==> src/design/kvt_pkg.sv <==
`default_nettype none
// ----------------------------------------------------------------------------
// kvt_pkg
// Shared codes, widths and the control bundle of the key/value table.
// ----------------------------------------------------------------------------
package kvt_pkg;

    // fixed field widths
    localparam int REQ_BITS    = 2;
    localparam int STATUS_BITS = 3;
    localparam int COUNT_BITS  = 5;
    localparam int CAP_BITS    = 5;

    // capacity after reset
    localparam logic [CAP_BITS-1:0] CAP_RESET = 5'd16;

    // request types
    localparam logic [REQ_BITS-1:0] REQ_INSERT = 2'd0;
    localparam logic [REQ_BITS-1:0] REQ_LOOKUP = 2'd1;
    localparam logic [REQ_BITS-1:0] REQ_REMOVE = 2'd2;

    // result status codes
    localparam logic [STATUS_BITS-1:0] ST_INSERTED = 3'd0;
    localparam logic [STATUS_BITS-1:0] ST_REPLACED = 3'd1;
    localparam logic [STATUS_BITS-1:0] ST_FULL     = 3'd2;
    localparam logic [STATUS_BITS-1:0] ST_FOUND    = 3'd3;
    localparam logic [STATUS_BITS-1:0] ST_MISSING  = 3'd4;
    localparam logic [STATUS_BITS-1:0] ST_REMOVED  = 3'd5;

    // per-cycle commands broadcast to every cell
    typedef struct packed {
        logic match_en;   // compare phase: latch key match
        logic replace;    // overwrite value of matching cell
        logic append;     // write key and value into first free cell
        logic move;       // copy last entry into matching cell
    } kvt_ctrl_t;

endpackage
`default_nettype wire

==> src/design/kvt_cell.sv <==
`default_nettype none
// ----------------------------------------------------------------------------
// kvt_cell
// One table slot: holds a key and value, latches a match flag and adds its
// contribution to the result chain passed on to its lower neighbor.
// ----------------------------------------------------------------------------
module kvt_cell #(
    parameter int MAX_ENTRIES = 16,
    parameter int KEY_BITS    = 32,
    parameter int VALUE_BITS  = 32,
    parameter int INDEX       = 0
) (
    input  wire                                 aclk,
    input  wire                                 aresetn,
    input  kvt_pkg::kvt_ctrl_t                  ctrl,
    input  wire [$clog2(MAX_ENTRIES+1)-1:0]     count,
    input  wire [KEY_BITS-1:0]                  req_key,
    input  wire [VALUE_BITS-1:0]                req_value,
    input  wire [KEY_BITS-1:0]                  last_key,
    input  wire [VALUE_BITS-1:0]                last_value,
    // chain from upper neighbor
    input  wire                                 hit_in,
    input  wire [VALUE_BITS-1:0]                rv_in,
    input  wire [KEY_BITS-1:0]                  lk_in,
    input  wire [VALUE_BITS-1:0]                lv_in,
    // chain to lower neighbor
    output logic                                hit_out,
    output logic [VALUE_BITS-1:0]               rv_out,
    output logic [KEY_BITS-1:0]                 lk_out,
    output logic [VALUE_BITS-1:0]               lv_out
);
    import kvt_pkg::*;

    localparam int CW = $clog2(MAX_ENTRIES + 1);

    logic [KEY_BITS-1:0]   key_reg;
    logic [VALUE_BITS-1:0] value_reg;
    logic                  match_reg;
    logic                  occupied;
    logic                  is_last;
    logic                  is_free_head;

    // slot position relative to the fill level
    assign occupied     = CW'(INDEX) < count;
    assign is_last      = CW'(INDEX + 1) == count;
    assign is_free_head = CW'(INDEX) == count;

    // match flag, latched in the compare phase
    always_ff @(posedge aclk) begin
        if (!aresetn) begin
            match_reg <= 1'b0;
        end else if (ctrl.match_en) begin
            match_reg <= occupied && (key_reg == req_key);
        end
    end

    // slot contents
    always_ff @(posedge aclk) begin
        if (ctrl.replace && match_reg) begin
            value_reg <= req_value;
        end
        if (ctrl.append && is_free_head) begin
            key_reg   <= req_key;
            value_reg <= req_value;
        end
        if (ctrl.move && match_reg) begin
            key_reg   <= last_key;
            value_reg <= last_value;
        end
    end

    // chain contributions
    always_comb begin
        hit_out = hit_in | match_reg;
        rv_out  = rv_in | (match_reg ? value_reg : '0);
        lk_out  = lk_in | (is_last ? key_reg : '0);
        lv_out  = lv_in | (is_last ? value_reg : '0);
    end

endmodule
`default_nettype wire

==> src/design/key_value_table_unit.sv <==
`default_nettype none
// Result beat is registered: a taken request runs a compare cycle in which
// every cell checks its key, then an update cycle that writes the cells and
// the output register; the next request can be taken in that update cycle.
// A stalled result holds the update cycle until the output register frees.
// Reset empties the table and sets capacity to 16; slot contents are not cleared.
// ----------------------------------------------------------------------------
// key_value_table_unit
// Unsorted associative table of unique keys built as a row of slot cells,
// serving insert, lookup and remove requests with a status and entry count.
// ----------------------------------------------------------------------------
module key_value_table_unit #(
    parameter int MAX_ENTRIES = 16,
    parameter int KEY_BITS    = 32,
    parameter int VALUE_BITS  = 32
) (
    input  wire                                              aclk,
    input  wire                                              aresetn,
    // request channel
    input  wire                                              s_tvalid,
    output logic                                             s_tready,
    // tdata: key, value
    input  wire [((KEY_BITS+VALUE_BITS+7)/8)*8-1:0]          s_tdata,
    // tuser: req_type
    input  wire [kvt_pkg::REQ_BITS-1:0]                      s_tuser,
    // result channel
    output logic                                             m_tvalid,
    input  wire                                              m_tready,
    // tdata: read_value, count
    output logic [((VALUE_BITS+kvt_pkg::COUNT_BITS+7)/8)*8-1:0] m_tdata,
    // tuser: status
    output logic [kvt_pkg::STATUS_BITS-1:0]                  m_tuser,
    // capacity register write
    input  wire                                              cfg_valid,
    output logic                                             cfg_ready,
    input  wire [kvt_pkg::CAP_BITS-1:0]                      cfg_data
);
    import kvt_pkg::*;

    localparam int CW   = $clog2(MAX_ENTRIES + 1);
    localparam int LW   = (CW > CAP_BITS) ? CW : CAP_BITS;
    localparam int M_W  = ((VALUE_BITS + COUNT_BITS + 7) / 8) * 8;

    localparam logic [1:0] ST_IDLE   = 2'd0;
    localparam logic [1:0] ST_MATCH  = 2'd1;
    localparam logic [1:0] ST_UPDATE = 2'd2;

    logic [1:0]             state_reg, state_next;
    logic [CAP_BITS-1:0]    cap_reg;
    logic [CW-1:0]          count_reg;
    logic [REQ_BITS-1:0]    req_reg;
    logic [KEY_BITS-1:0]    key_reg;
    logic [VALUE_BITS-1:0]  value_reg;
    logic [KEY_BITS-1:0]    last_key_reg;
    logic [VALUE_BITS-1:0]  last_value_reg;
    logic                   m_valid_reg;
    logic [STATUS_BITS-1:0] status_reg;
    logic [VALUE_BITS-1:0]  rv_reg;
    logic [COUNT_BITS-1:0]  cnt_out_reg;

    logic                   out_free;
    logic                   accept;
    logic                   update_fire;
    logic                   hit;
    logic                   room;
    logic [LW-1:0]          limit;
    logic [LW-1:0]          cap_ext;
    kvt_ctrl_t              ctrl;
    logic [STATUS_BITS-1:0] status_next;
    logic [VALUE_BITS-1:0]  rv_next;
    logic [CW-1:0]          count_next;

    // cell chain taps, index MAX_ENTRIES is the empty top end
    logic                   hit_c [0:MAX_ENTRIES];
    logic [VALUE_BITS-1:0]  rv_c  [0:MAX_ENTRIES];
    logic [KEY_BITS-1:0]    lk_c  [0:MAX_ENTRIES];
    logic [VALUE_BITS-1:0]  lv_c  [0:MAX_ENTRIES];

    // handshakes
    assign cfg_ready   = 1'b1;
    assign out_free    = !m_valid_reg || m_tready;
    assign update_fire = (state_reg == ST_UPDATE) && out_free;
    assign s_tready    = (state_reg == ST_IDLE) || update_fire;
    assign accept      = s_tvalid && s_tready;

    // sequencer
    always_comb begin
        state_next = state_reg;
        case (state_reg)
            ST_IDLE: begin
                if (accept) state_next = ST_MATCH;
            end
            ST_MATCH: begin
                state_next = ST_UPDATE;
            end
            ST_UPDATE: begin
                if (out_free) state_next = accept ? ST_MATCH : ST_IDLE;
            end
            default: begin
                state_next = ST_IDLE;
            end
        endcase
    end

    always_ff @(posedge aclk) begin
        if (!aresetn) begin
            state_reg <= ST_IDLE;
        end else begin
            state_reg <= state_next;
        end
    end

    // capacity register
    always_ff @(posedge aclk) begin
        if (!aresetn) begin
            cap_reg <= CAP_RESET;
        end else if (cfg_valid && cfg_ready) begin
            cap_reg <= cfg_data;
        end
    end

    // request capture
    always_ff @(posedge aclk) begin
        if (accept) begin
            req_reg   <= s_tuser;
            key_reg   <= s_tdata[KEY_BITS-1:0];
            value_reg <= s_tdata[KEY_BITS+VALUE_BITS-1:KEY_BITS];
        end
    end

    // last entry snapshot during compare
    always_ff @(posedge aclk) begin
        if (state_reg == ST_MATCH) begin
            last_key_reg   <= lk_c[0];
            last_value_reg <= lv_c[0];
        end
    end

    // room check against saturated capacity
    assign cap_ext = LW'(cap_reg);
    assign limit   = (cap_ext > LW'(MAX_ENTRIES)) ? LW'(MAX_ENTRIES) : cap_ext;
    assign room    = LW'(count_reg) < limit;
    assign hit     = hit_c[0];

    // cell commands and result
    always_comb begin
        ctrl          = '0;
        ctrl.match_en = (state_reg == ST_MATCH);
        status_next   = ST_MISSING;
        rv_next       = '0;
        count_next    = count_reg;
        case (req_reg)
            REQ_INSERT: begin
                if (hit) begin
                    ctrl.replace = update_fire;
                    status_next  = ST_REPLACED;
                end else if (room) begin
                    ctrl.append  = update_fire;
                    status_next  = ST_INSERTED;
                    count_next   = count_reg + 1'b1;
                end else begin
                    status_next  = ST_FULL;
                end
            end
            REQ_LOOKUP: begin
                if (hit) begin
                    status_next = ST_FOUND;
                    rv_next     = rv_c[0];
                end
            end
            REQ_REMOVE: begin
                if (hit) begin
                    ctrl.move   = update_fire;
                    status_next = ST_REMOVED;
                    count_next  = count_reg - 1'b1;
                end
            end
            default: begin
                status_next = ST_MISSING;
            end
        endcase
    end

    // entry count
    always_ff @(posedge aclk) begin
        if (!aresetn) begin
            count_reg <= '0;
        end else if (update_fire) begin
            count_reg <= count_next;
        end
    end

    // output register
    always_ff @(posedge aclk) begin
        if (!aresetn) begin
            m_valid_reg <= 1'b0;
        end else if (update_fire) begin
            m_valid_reg <= 1'b1;
        end else if (m_tready) begin
            m_valid_reg <= 1'b0;
        end
    end

    always_ff @(posedge aclk) begin
        if (update_fire) begin
            status_reg  <= status_next;
            rv_reg      <= rv_next;
            cnt_out_reg <= COUNT_BITS'(count_next);
        end
    end

    assign m_tvalid = m_valid_reg;
    assign m_tuser  = status_reg;
    assign m_tdata  = M_W'({cnt_out_reg, rv_reg});

    // row of slot cells
    assign hit_c[MAX_ENTRIES] = 1'b0;
    assign rv_c[MAX_ENTRIES]  = '0;
    assign lk_c[MAX_ENTRIES]  = '0;
    assign lv_c[MAX_ENTRIES]  = '0;

    for (genvar i = 0; i < MAX_ENTRIES; i++) begin : g_cell
        kvt_cell #(
            .MAX_ENTRIES (MAX_ENTRIES),
            .KEY_BITS    (KEY_BITS),
            .VALUE_BITS  (VALUE_BITS),
            .INDEX       (i)
        ) u_cell (
            .aclk       (aclk),
            .aresetn    (aresetn),
            .ctrl       (ctrl),
            .count      (count_reg),
            .req_key    (key_reg),
            .req_value  (value_reg),
            .last_key   (last_key_reg),
            .last_value (last_value_reg),
            .hit_in     (hit_c[i+1]),
            .rv_in      (rv_c[i+1]),
            .lk_in      (lk_c[i+1]),
            .lv_in      (lv_c[i+1]),
            .hit_out    (hit_c[i]),
            .rv_out     (rv_c[i]),
            .lk_out     (lk_c[i]),
            .lv_out     (lv_c[i])
        );
    end

endmodule
`default_nettype wire

==> config.mk <==
export PLATFORM = sky130hd
export DESIGN_NAME = key_value_table_unit
export DESIGN_NICKNAME = d
export VERILOG_FILES = /design/src/design/kvt_pkg.sv /design/src/design/kvt_cell.sv /design/src/design/key_value_table_unit.sv
export SDC_FILE = /design/constraint.sdc
export NUM_CORES = 2
export LEC_CHECK = 0
export BUFFER_PORTS_ARGS = -buffer_cell sky130_fd_sc_hd__buf_2
export CAP_MARGIN = 15
export CORE_MARGIN = 2
export CORE_UTILIZATION = 58
export CTS_CLUSTER_DIAMETER = 50
export DETAILED_ROUTE_END_ITERATION = 7
export PLACE_DENSITY = 0.77
export SLEW_MARGIN = 20
export SYNTH_ARGS = -nofsm -noshare
export SYNTH_HDL_FRONTEND = slang
export SYNTH_SLANG_ARGS = --single-unit
==> constraint.sdc <==
create_clock -name aclk -period 4.2 [get_ports aclk]
set_input_delay 0.21 -clock aclk [delete_from_list [all_inputs] [get_ports aclk]]
set_output_delay 0.21 -clock aclk [all_outputs]
set_load 0.01 [all_outputs]
After elaboration in Yosys (flattened, before gate mapping) --
Index checks and enable logic that the tools add are counted.
Cells by class: add/sub/neg operators 2, bitwise operators 60, mux-type cells 149, eq/ne operators 38, magnitude comparators 18, reductions and logical operators 107
Operator list (number):
- 32-bit 2-to-1 mux | 128
- 32-bit bitwise OR | 45
- 32-bit equality test | 16
- 1-bit logical AND | 66
- 3-bit nonzero test | 16
- 4-bit by 5-bit equality test with 1-bit output (first input constant) | 8
- 4-bit by 5-bit < comparator with 1-bit output (first input constant) | 8
- 2-bit nonzero test | 17
- 3-bit by 5-bit equality test with 1-bit output (first input constant) | 4
- 3-bit by 5-bit < comparator with 1-bit output (first input constant) | 4
- 5-bit 2-to-1 mux | 4
- 1-bit bitwise OR | 15
- 2-bit by 5-bit equality test with 1-bit output (first input constant) | 2
- 1-bit by 5-bit < comparator with 1-bit output (first input constant) | 2
- 2-bit by 5-bit < comparator with 1-bit output (first input constant) | 2
- 5-bit case mux with 2 select lines | 1
- 3-bit case mux with 3 select lines | 1
- 1-bit 2-to-1 mux | 8
- 2-bit 2-to-1 mux | 4
- 3-bit 2-to-1 mux | 2
- 2-bit case mux with 3 select lines | 1
- 5-bit by 1-bit adder with 5-bit output (second input constant) | 1
- 1-bit by 5-bit equality test with 1-bit output (first input constant) | 1
- 5-bit equality test (first input constant) | 1
- 11 further kinds | 17
Storage, ports and cells: flip-flop bits (word level) 1223

Depth between registers and ports, before layout --
depth in word-level cells 21, depth in mapped cells 12, mapped depth without buffers 8

Modules after synthesis --
From an unflattened synthesis, not the netlist that was laid out.
Unflattened totals: cell total of the unflattened synthesis 5083, area total of the unflattened synthesis 70371.2 sq um
Modules (own cells, without submodules):
- key_value_table_unit | seq. area each 5365.1 sq um, area an instance 6317.3 sq um, cells an instance 329, instances 1
- kvt_cell (g_cell[2].u_cell) | seq. area each 1941.9 sq um, area an instance 4194.0 sq um, cells an instance 298, instances 1
- kvt_cell (g_cell[12].u_cell) | seq. area each 1941.9 sq um, area an instance 4189.0 sq um, cells an instance 300, instances 1
- kvt_cell (g_cell[15].u_cell) | seq. area each 1941.9 sq um, area an instance 4182.8 sq um, cells an instance 297, instances 1
- kvt_cell (g_cell[11].u_cell) | seq. area each 1941.9 sq um, area an instance 4161.5 sq um, cells an instance 296, instances 1
- kvt_cell (g_cell[8].u_cell) | seq. area each 1941.9 sq um, area an instance 4117.7 sq um, cells an instance 297, instances 1
- kvt_cell (g_cell[10].u_cell) | seq. area each 1941.9 sq um, area an instance 4017.6 sq um, cells an instance 298, instances 1
- kvt_cell (g_cell[5].u_cell) | seq. area each 1941.9 sq um, area an instance 3975.1 sq um, cells an instance 298, instances 1
- kvt_cell (g_cell[7].u_cell) | seq. area each 1941.9 sq um, area an instance 3952.5 sq um, cells an instance 295, instances 1
- kvt_cell (g_cell[1].u_cell) | seq. area each 1941.9 sq um, area an instance 3951.3 sq um, cells an instance 296, instances 1
- kvt_cell (g_cell[0].u_cell) | seq. area each 1941.9 sq um, area an instance 3930.0 sq um, cells an instance 296, instances 1
- kvt_cell (g_cell[14].u_cell) | seq. area each 1941.9 sq um, area an instance 3930.0 sq um, cells an instance 297, instances 1
- kvt_cell (g_cell[9].u_cell) | seq. area each 1941.9 sq um, area an instance 3902.5 sq um, cells an instance 297, instances 1
- kvt_cell (g_cell[4].u_cell) | seq. area each 1941.9 sq um, area an instance 3892.5 sq um, cells an instance 298, instances 1
- +3 rows

Worst setup path before layout --
OpenSTA, ideal clock, no wires.
path type register to register, start point reg state_reg[0], end point reg g_cell[2].u_cell.match_reg, period minus slack after synthesis 4601 ps, path buffers 1, stages on the path, launching flop included 7, arrival time 4527 ps, required time 4126 ps, path slack -401 ps, cells stage by stage dfxtp_1 -> nor2b_1 -> nand2_1 -> clkbuf_1 -> nor4_1 -> nand4_1 -> o21ai_0
On the way: word-level cells in the longest chain between the ends 1
RTL lines:
- start: declaration | RTL line key_value_table_unit.sv:48 | logic [1:0] state_reg, state_next;
- start signal: assignment | RTL line key_value_table_unit.sv:109 | state_reg <= state_next;
- 2-bit by 1-bit equality test with 1-bit output | RTL line key_value_table_unit.sv:148 | ctrl.match_en = (state_reg == ST_MATCH);
- end signal: assignment | RTL line kvt_cell.sv:53 | match_reg <= occupied && (key_reg == req_key);
- end: declaration | RTL line kvt_cell.sv:38 | logic match_reg;
No other way between the ends. A chain may end at the register's enable or synchronous reset.

Worst setup path in the final report --
start point reg g_cell[12].u_cell.match_reg, end point reg g_cell[13].u_cell.key_reg[6] (enable)
On the way: word-level cells in the longest chain between the ends 17
RTL lines:
- start: declaration | RTL line kvt_cell.sv:38
- start signal: assignment | RTL line kvt_cell.sv:53
- 1-bit bitwise OR * (13 in a row) | RTL line kvt_cell.sv:74 | hit_out = hit_in | match_reg;
- 1-bit 2-to-1 mux (on tied branches) | RTL line key_value_table_unit.sv:172, key_value_table_unit.sv:154
- 1-bit 2-to-1 mux / 2-bit 2-to-1 mux (equally long branches) | RTL line key_value_table_unit.sv:152 | case (req_reg)
- 1-bit logical AND (on tied branches) | RTL line kvt_cell.sv:66, kvt_cell.sv:62
- 2-bit nonzero test (no line) *
- end signal: assignment | RTL line kvt_cell.sv:63 | key_reg <= req_key;
- end signal: assignment | RTL line kvt_cell.sv:67 | key_reg <= last_key;
- end: declaration | RTL line kvt_cell.sv:36 | logic [KEY_BITS-1:0] key_reg;
Every way passes the cells marked *; elsewhere a longest branch is shown, timed or not.

==> flow_metrics.py <==
metrics = {
    "layout": {
        "stdcell_count": 6375,
        "register_area_um2": 36460,
        "syn_to_final_growth_pct": 12.90,
        "nets": 4838,
        "drive_gt1_share_pct": 33.19,
        "multi_input_area_um2": 27000,
        "fin_area_um2": 73800,
        "finish.utilization_pct": 65.78,
        "n_fill_cell": 8082,
    },
    "synthesis": {
        "ys_types": 59,
        "yosys-top-cells-area": "edfxtp_1 55%, mux2_2 17%, xor2_1 3.7%",
        "seq_area_frac_synth_pct": 55.74,
        "syn_inst": 4737,
        "synth_top_cells_by_count": "1194 x edfxtp_1, 970 x mux2_2, 301 x a22oi_1, 300 x clkbuf_1, 274 x xor2_1",
        "yosysWarnings": 0,
        "ys_seq_elements": 1223,
        "yosysMostFrequentCell": "edfxtp_1",
        "syn_area_per_cell_um2": 13.80,
        "synthesis.area_um2": 65370,
        "yosys.area.top_type": "edfxtp_1",
        "synth_edf_count": 1194,
        "synth_flop_cell": "edfxtp_1",
        "async_flop_share_pct": 0,
        "synth_top_area_share_pct": 54.85,
    },
    "cts": {
        "h-tree-depth": 4,
        "cts_tree": "done",
        "cts_inserted_buffers": 146,
        "post_cts_buffers": 0,
        "cts_buffer_depth": 3,
        "cts_sinks": 1223,
        "path_clk_slew_ps": 60,
        "cts_root_buffer": "clkbuf_16",
        "clk_latency_ps": 780,
    },
    "worst_setup_path": {
        "critPathCaptureType": "register",
        "reg2reg_depth": 5,
        "crit_slowest_cell": "o21ai_4",
        "critPathArrivalTime_ps": 3970,
        "cpPeakStageDelay_ps": 880,
        "worstSetupPathType": "register to register",
        "cp_max_fo": 19,
        "worstPathRequired_ps": 4610,
        "cp_num_cells": 5,
        "cpLargestDelayFamily": "compound AO/OA/AOI/OAI gates",
        "crit_buf_inv": 1,
        "startpoint_type": "register",
        "crit_chain": "nor4_1, and4_1, o211ai_1, o21ai_4, buf_4",
    },
    "routing": {
        "drt_wl_total_um": 279000,
        "avgViaCountPerCell": 7.848,
        "drt-initial-drc-count": 10887,
        "routedWlPerCell_um": 43.76,
        "drc_errors": 25,
        "dr_total_vias": 50028,
        "ant_nets": 0,
        "firstDrtPassIters": 8,
    },
    "placement": {
        "hpwl_um": 169700,
        "place_area_um2": 68200,
        "dpl_worst_slack_ps": 856.6,
        "gp_congestion": 1.074,
        "placed_cells": 6023,
        "portBuffers": 117,
    },
    "sta": {
        "worstMarginPinSlew_ps": 1300,
        "clock.fmax_ghz": 0.2810,
        "setup_violations": 0,
        "relSlewSlack_pct": 12.69,
        "maxSlewViolCount": 0,
        "grt_setup_unrepaired": "no",
        "setup_ws_ps": 641.9,
        "finalCritPeriodShare_pct": 84.72,
        "period_needed_ps": 3558,
        "final-hold-violation-count": 0,
        "skew_ps": 21.68,
    },
    "power": {
        "pwr-share-comb_pct": 5.5,
        "switchingPower_mw": 6.595,
        "swShare_pct": 23.45,
        "power.total_mw": 28.12,
        "power_density_nw_per_um2": 381.1,
        "internal_power_mw": 21.53,
        "leakage_nw": 24.20,
        "p_clk_share_pct": 45.5,
        "peakVddDrop_mv": 0.4591,
        "p_seq_share_pct": 48.9,
    },
    "status": {
        "status": "complete, but fails checks",
        "violations": "DRC",
    },
    "die": {
        "core_area_um2": 112200,
        "dieHeight_um": 339.7,
        "die_area_um2": 115400,
        "die_w_um": 339.7,
        "io_pins": 122,
        "std_cell_rows": 123,
        "start_util_pct": 58.27,
    },
    "global_route": {
        "first_global_vias": 47235,
        "track_usage_pct": 47.36,
        "grt_max_degree": 65,
        "antenna_found_initial": 22,
        "grt_pass1_wl_um": 380400,
        "overflow": 0,
    },
    "min_path": {
        "hold_depth": 2,
        "hold_class": "input pin to register",
    },
    "run": {
        "cap_violations": 0,
    },
}
==> layer usage <==
metal	GRT usage, %	part of all wire (%)
met5	0.3676	0.084
met4	26.56	7.6
met3	23.09	19
met2	64.21	40
met1	61.65	34
==> path summary, 6_finish.rpt <==
check / startpoint / to / slack, ps
min reg2reg: state_reg[0] / state_reg[1] / 530
max reg2reg: g_cell[12].u_cell.match_reg / g_cell[13].u_cell.key_reg[6] / 640
min: s_tdata[45] / value_reg[13] / 130
max: g_cell[12].u_cell.match_reg / g_cell[13].u_cell.key_reg[6] / 640
==> cell families after synthesis <==
| kind of cell | Yosys count | synth area share, % |
|---|---|---|
| DFF | 1223 | 55.74 |
| AOI/OAI and AO/OA | 867 | 10.56 |
| and+or+nand+nor | 512 | 4.544 |
| buffers and inverters | 553 | 3.901 |
| other | 2 | 0.01149 |
| muxes | 1055 | 18.16 |
| xor gates and xnor gates | 516 | 6.914 |
| adders and majority gates | 9 | 0.1723 |
==> final cells by class <==
cell class                 count  share of cell area, %
clock inverter                96                  1.339
sequential                  1223                  49.40
antenna                        9                0.03052
timing repair buffer         411                  4.974
clock buffer                 165                  5.089
multi-input combinational   2963                  36.58
inverter                       8                0.04069
tap                         1500                  2.543
==> cells in the final DEF, fill, tap and decap left out, types with 19 or more instances in the layout <==
master            n
dlygate4sd3_1    81
buf_2           117
dfxtp_2          19
a31oi_1          34
a222oi_1         37
a22o_1          205
nand2_1          74
and3_1           55
nor3_1           26
xnor2_1         241
xor2_1          274
mux2_1           76
nand4_1          95
edfxtp_1       1194
nand3_1          72
buf_4           159
mux2_2          970
o21ai_4          32
a22oi_1         301
o21ai_0          25
buf_12           54
clkinv_1         20
clkbuf_16       147
a221oi_1        190
nor4_1           75
and4_1           32
==> worst reg2reg max path: cells and delay by family (launching register included) <==
family,cells,cell delay [ps]
buffers and inverters,1,540
AOI/OAI and AO/OA,2,1250
and+or+nand+nor,2,1050
DFF,1,320
==> power by group through the flow <==
stage,clock [mW],combinational [mW],sequential [mW]
2_1_floorplan,0,0.991,13.8
3_3_place_gp,0,1.35,14.0
3_5_place_dp,0,1.38,14.0
4_1_cts,12.7,1.45,13.8
5_1_grt,13.2,1.58,13.8
6_report,12.8,1.55,13.8
==> metrics by stage <==
step           hold WS (ps)  TNS (ps)
2_1_floorplan         308.9   -138210
3_3_place_gp          386.1         0
3_5_place_dp          388.1         0
4_1_cts               108.6         0
5_1_grt               142.2         0
6_report              129.7         0
==> repair_timing <==
| item | in CTS | in global routing |
|---|---|---|
| endpoints found under the hold margin | 89 | 0 |
| hold buffers | 81 | 0 |
| gates resized for setup | 0 | 0 |
No activity file was read; power rests on OpenSTA's default activity.
